<file path="src/design/bpa_pkg.sv">
// Shared definitions for the bitmap page allocator: request kinds, default
// parameter values and the width of the page-number divider.
// No dependencies.
package bpa_pkg;

	// Defaults for the top-level parameters.
	localparam int MAX_PAGES_DEF  = 65536;
	localparam int PAGE_BYTES_DEF = 4096;

	// Width of the dividend handed to the page-number divider: a 32-bit base plus
	// a 32-bit length plus a page less one byte never needs more than this.
	localparam int DIV_W = 34;

	// A bitmap byte with every page marked used.
	localparam logic [7:0] BYTE_FULL = 8'hFF;

	typedef enum logic [1:0] {
		KIND_ALLOC       = 2'd0,
		KIND_FREE_PAGE   = 2'd1,
		KIND_LOCK_REGION = 2'd2,
		KIND_FREE_REGION = 2'd3
	} kind_t;

endpackage

</file>
<file path="src/design/bpa_div.sv">
// Page-number unit for a power-of-two page size: the quotient of a dividend by the
// page size, registered and ready in the cycle after start.
// Depends on bpa_pkg for the dividend width.
module bpa_div
	import bpa_pkg::*;
#(
	parameter int DIVISOR = PAGE_BYTES_DEF
) (
	input  logic             clk,
	input  logic             arst_n,
	input  logic             start,
	input  logic [DIV_W-1:0] dividend,
	output logic             done,
	output logic [DIV_W-1:0] quotient
);

	localparam int SH = $clog2(DIVISOR);

	logic [DIV_W-1:0] quo_q;
	logic             done_q;

	always_ff @(posedge clk or negedge arst_n) begin
		if (!arst_n) begin
			done_q <= 1'b0;
		end else begin
			done_q <= start;
		end
	end

	// The divisor is a power of two, so the quotient is a plain right shift.
	always_ff @(posedge clk) begin
		if (start) begin
			quo_q <= dividend >> SH;
		end
	end

	assign done     = done_q;
	assign quotient = quo_q;

endmodule

</file>
<file path="config.mk">
export PLATFORM = sky130hd
export DESIGN_NAME = bpa_div
export DESIGN_NICKNAME = d
export VERILOG_FILES = /design/src/design/bpa_pkg.sv /design/src/design/bpa_div.sv
export SDC_FILE = /design/constraint.sdc
export NUM_CORES = 1
export LEC_CHECK = 0
export BUFFER_PORTS_ARGS = -buffer_cell sky130_fd_sc_hd__buf_4
export CAP_MARGIN = 20
export CORE_MARGIN = 5
export CORE_UTILIZATION = 32
export DETAILED_ROUTE_END_ITERATION = 10
export GPL_TIMING_DRIVEN = 0
export MAX_ROUTING_LAYER = met4
export PLACE_DENSITY_LB_ADDON = 0.08
export SETUP_SLACK_MARGIN = 0.3
export SYNTH_ARGS = -nofsm -noshare
export SYNTH_HDL_FRONTEND = slang
export SYNTH_SLANG_ARGS = --single-unit
</file>
<file path="constraint.sdc">
create_clock -name clk -period 0.8 [get_ports clk]
set_input_delay 0.16 -clock clk [delete_from_list [all_inputs] [get_ports clk]]
set_output_delay 0.16 -clock clk [all_outputs]
set_load 0.05 [all_outputs]
</file>
* Word level (Yosys, flattened, before mapping)
Cells that the tools add are included.
Widths: inputs -> output; s select.
** Word-level totals
- Bits in registers :: 23
- Output and inout port bits :: 35

* Depth between registers and ports, before layout
- Word-level depth :: 0
- Mapped depth :: 1
- Depth with buffers taken out :: 0

* Worst setup path after synthesis
OpenSTA, ideal clock, no wires.
- Kind :: register to output
- Start point :: register quo_q[0] (netlist: quotient[0])
- End point :: output quotient[0]
- Slack :: 39 ps
- Data arrival time :: 601 ps
- Required time :: 640 ps
- Stages on the path, launching flop included :: 1
- Cells stage by stage :: edfxtp_1
** RTL lines
- from (decl) :: line bpa_div.sv:19 : logic [DIV_W-1:0] quo_q;
- from (signal assigned) :: line bpa_div.sv:33 : quo_q <= dividend >> SH;
- to (decl) :: line bpa_div.sv:14 : output logic [DIV_W-1:0] quotient
No word-level cell between the ends.

* Worst setup path after layout
- Start point :: register quo_q[15] (netlist: quotient[15])
- End point :: output quotient[15]
No word-level cell between the ends.

==> results.sh <==
export IMPL_seq_power_share=0.531
export IMPL_detail_route_wirelength_met1_um=372
export IMPL_finalWeightedCongestion=0.606
export IMPL_dp_cells=122
export IMPL_initial_core_util=0.342
export IMPL_drt_wl_total_um=1450
export IMPL_ys_warn_count=0
export IMPL_final_setup_worst_slack_ns=-0.229
export IMPL_period_needed_ns=1.03
export IMPL_ctsHtreeMaxLevel=1
export IMPL_placementRows=17
export IMPL_syn_instance_count=36
export IMPL_synth_seq_area_share=0.880
export IMPL_combPwrFrac=0.292
export IMPL_post_synth_top_area_fraction=0.848
export IMPL_pre_cts_slack_ns=0.0370
export IMPL_violated_checks="setup timing"
export IMPL_synth_avg_cell_area_um2=21.7
export IMPL_floorplan_io_pins=72
export IMPL_post_cts_repair_setup_buffers=0
export IMPL_setup_viol=23
export IMPL_maxCapViolCount=0
export IMPL_highest_layer="met3"
export IMPL_clockPowerShare=0.177
export IMPL_final_cell_count_no_fill=127
export IMPL_number_of_antenna_violations_at_the_first_check_in_global_routing=0
export IMPL_vias=482
export IMPL_detailroute_wirelength_met3_um=227
export IMPL_worst_setup_path_end_kind="output port"
export IMPL_hold_path_class="input port to register"
export IMPL_cts_tree="built"
export IMPL_reported_net_switching_power_uw=856
export IMPL_worstPathCellList="buf_6"
export IMPL_antennaDiodeCount=0
export IMPL_hold_ws_ns=0.0335
export IMPL_crit_slowest_cell="sky130_fd_sc_hd__edfxtp_1"
export IMPL_port_buffers=47
export IMPL_postCtsHoldBufs=1
export IMPL_final_design_area_no_fill_um2=1330
export IMPL_dieArea_um2=3520
export IMPL_critical_path_top_delay_family="flip-flops"
export IMPL_highest_cell_delay_on_the_worst_timing_path_ns=0.41
export IMPL_grt_pass1_wl_um=2300
export IMPL_power_ir_vdd_worst_uv=1430
export IMPL_cts_max_path_buffers=2
export IMPL_hold_viol_final=0
export IMPL_grt_total_usage=0.0928
export IMPL_criticalPathCategory="register to output port"
export IMPL_mappedNetlistArea_um2=779
export IMPL_cp_buffers_inverters=1
export IMPL_cts_root_buffer="sky130_fd_sc_hd__clkbuf_4"
export IMPL_intPower_uw=1900
export IMPL_grt_pass1_vias=496
export IMPL_grt_setup_unrepaired="true"
export IMPL_commonest_non_fill_non_tap_cell_in_the_layout="sky130_fd_sc_hd__buf_4"
export IMPL_clkTransAtPathRegs_ns=0.11
export IMPL_final_cell_mix="sky130_fd_sc_hd__buf_4 (36), sky130_fd_sc_hd__buf_6 (23), sky130_fd_sc_hd__edfxtp_1 (22)"
export IMPL_vias_per_cell=3.80
export IMPL_route_met2_wl_um=854
export IMPL_totalNegativeSetupSlack_ns=-4.91
export IMPL_cts_sinks=23
export IMPL_crit_path_max_fanout=1
export IMPL_cellLeakagePower_uw=0.000604
export IMPL_crit_path_start_kind="register"
export IMPL_maximum_number_of_pins_on_one_net_before_global_route_repair=24
export IMPL_layout_nets=137
export IMPL_worst_endpoint_arrival_ns=0.87
export IMPL_post_drt_wl_per_cell_um=11.4
export IMPL_chipHeight_um=59.4
export IMPL_ys_types=4
export IMPL_tritoncts_num_buffers=3
export IMPL_clock_fmax_ghz=0.972
export IMPL_outcome="finished with violations"
export IMPL_fin_crit_sh=1.29
export IMPL_drc=0
export IMPL_worstHoldStart="dividend[16]"
export IMPL_die_outline_width_um=59.4
export IMPL_report_final_slew_viol_count=0
export IMPL_flow_area_growth_from_synthesis_pct=70.9
export IMPL_netlist_top_cells_area="sky130_fd_sc_hd__edfxtp_1 (85%), sky130_fd_sc_hd__buf_4 (12%), sky130_fd_sc_hd__dfrtp_1 (3.2%)"
export IMPL_power_density_nw_per_um2=2070
export IMPL_antenna_violating_nets_post_route=0
export IMPL_fraction_of_final_layout_cells_sized_beyond_drive_strength_1=0.636
export IMPL_nFillCells=199
export IMPL_drt_pass_1_iters=2
export IMPL_netSwitchingFraction=0.310
export IMPL_setup_worst_path_start="quotient[15]"
export IMPL_synth_largest_area_cell="sky130_fd_sc_hd__edfxtp_1"
export IMPL_placement_cell_area_um2=1210
export IMPL_worst_ep_required_time_ns=0.64
export IMPL_grt_ovfl_total=0
export IMPL_detailedRoute_firstIterationViolations=8
export IMPL_synth_seq_cells=23
export IMPL_core_area_um2=2280
logic make-up (layout without fill, tap and decap cells):
family / Yosys count / in the layout / synth area share
buf+inv: 12 / 64 / 0.116
other cells: 1 / 12 / 0.00481
flops: 23 / 23 / 0.880
routing by layer:
metal  global-route usage  vias to the layer above
met5                    -                        -
met4               0.0291                        0
met3               0.0349                        0
met2                0.176                       36
met1               0.0828                      215
li1                     -                      231
cell usage after synthesis, drive strengths merged:
master   n
edfxtp  22
buf     12
conb     1
dfrtp    1
what timing repair did:
item | CTS | global route
resized for setup | 23 | 0
hold endpoints to repair | 1 | 3
endpoints found under the setup margin | 23 | 23
metrics by stage:
stage / utilization / total power, uW
2_1_floorplan: - / 1970
3_3_place_gp: 0.532 / 2220
3_5_place_dp: 0.532 / 2220
4_1_cts: 0.585 / 2800
5_1_grt: 0.585 / 2910
6_report: 0.585 / 2760
registers in the layout (all words and copies together) (netlist names):
register  cells
done          1
quotient     22
cell type report:
type,count,area [um2],area share
flip-flops and latches,23,687,0.515
plain buffers,12,90.1,0.0676
multi-input cells,12,45.0,0.0338
well taps,28,35.0,0.0263
clock buffers,4,26.3,0.0197
repair buffers,48,449,0.337
power by group through the flow:
stage / sequential [uW] / combinational, uW / clock, uW
global route: 1480 / 833 / 597
CTS: 1470 / 807 / 529
floorplan: 1800 / 168 / 0
detailed placement: 1470 / 748 / 0
finish: 1460 / 804 / 488
global placement: 1470 / 746 / 0
path summary, 6_finish.rpt:
path,endpoint,cells past startpoint,slack (ns)
min in group asynchronous,done,2,0.15
max in group asynchronous,done,2,0.56
worst max-delay path,quotient[15],1,-0.23
worst min-delay path,quotient[4],1,0.03
(Power assumes the default switching activity.)
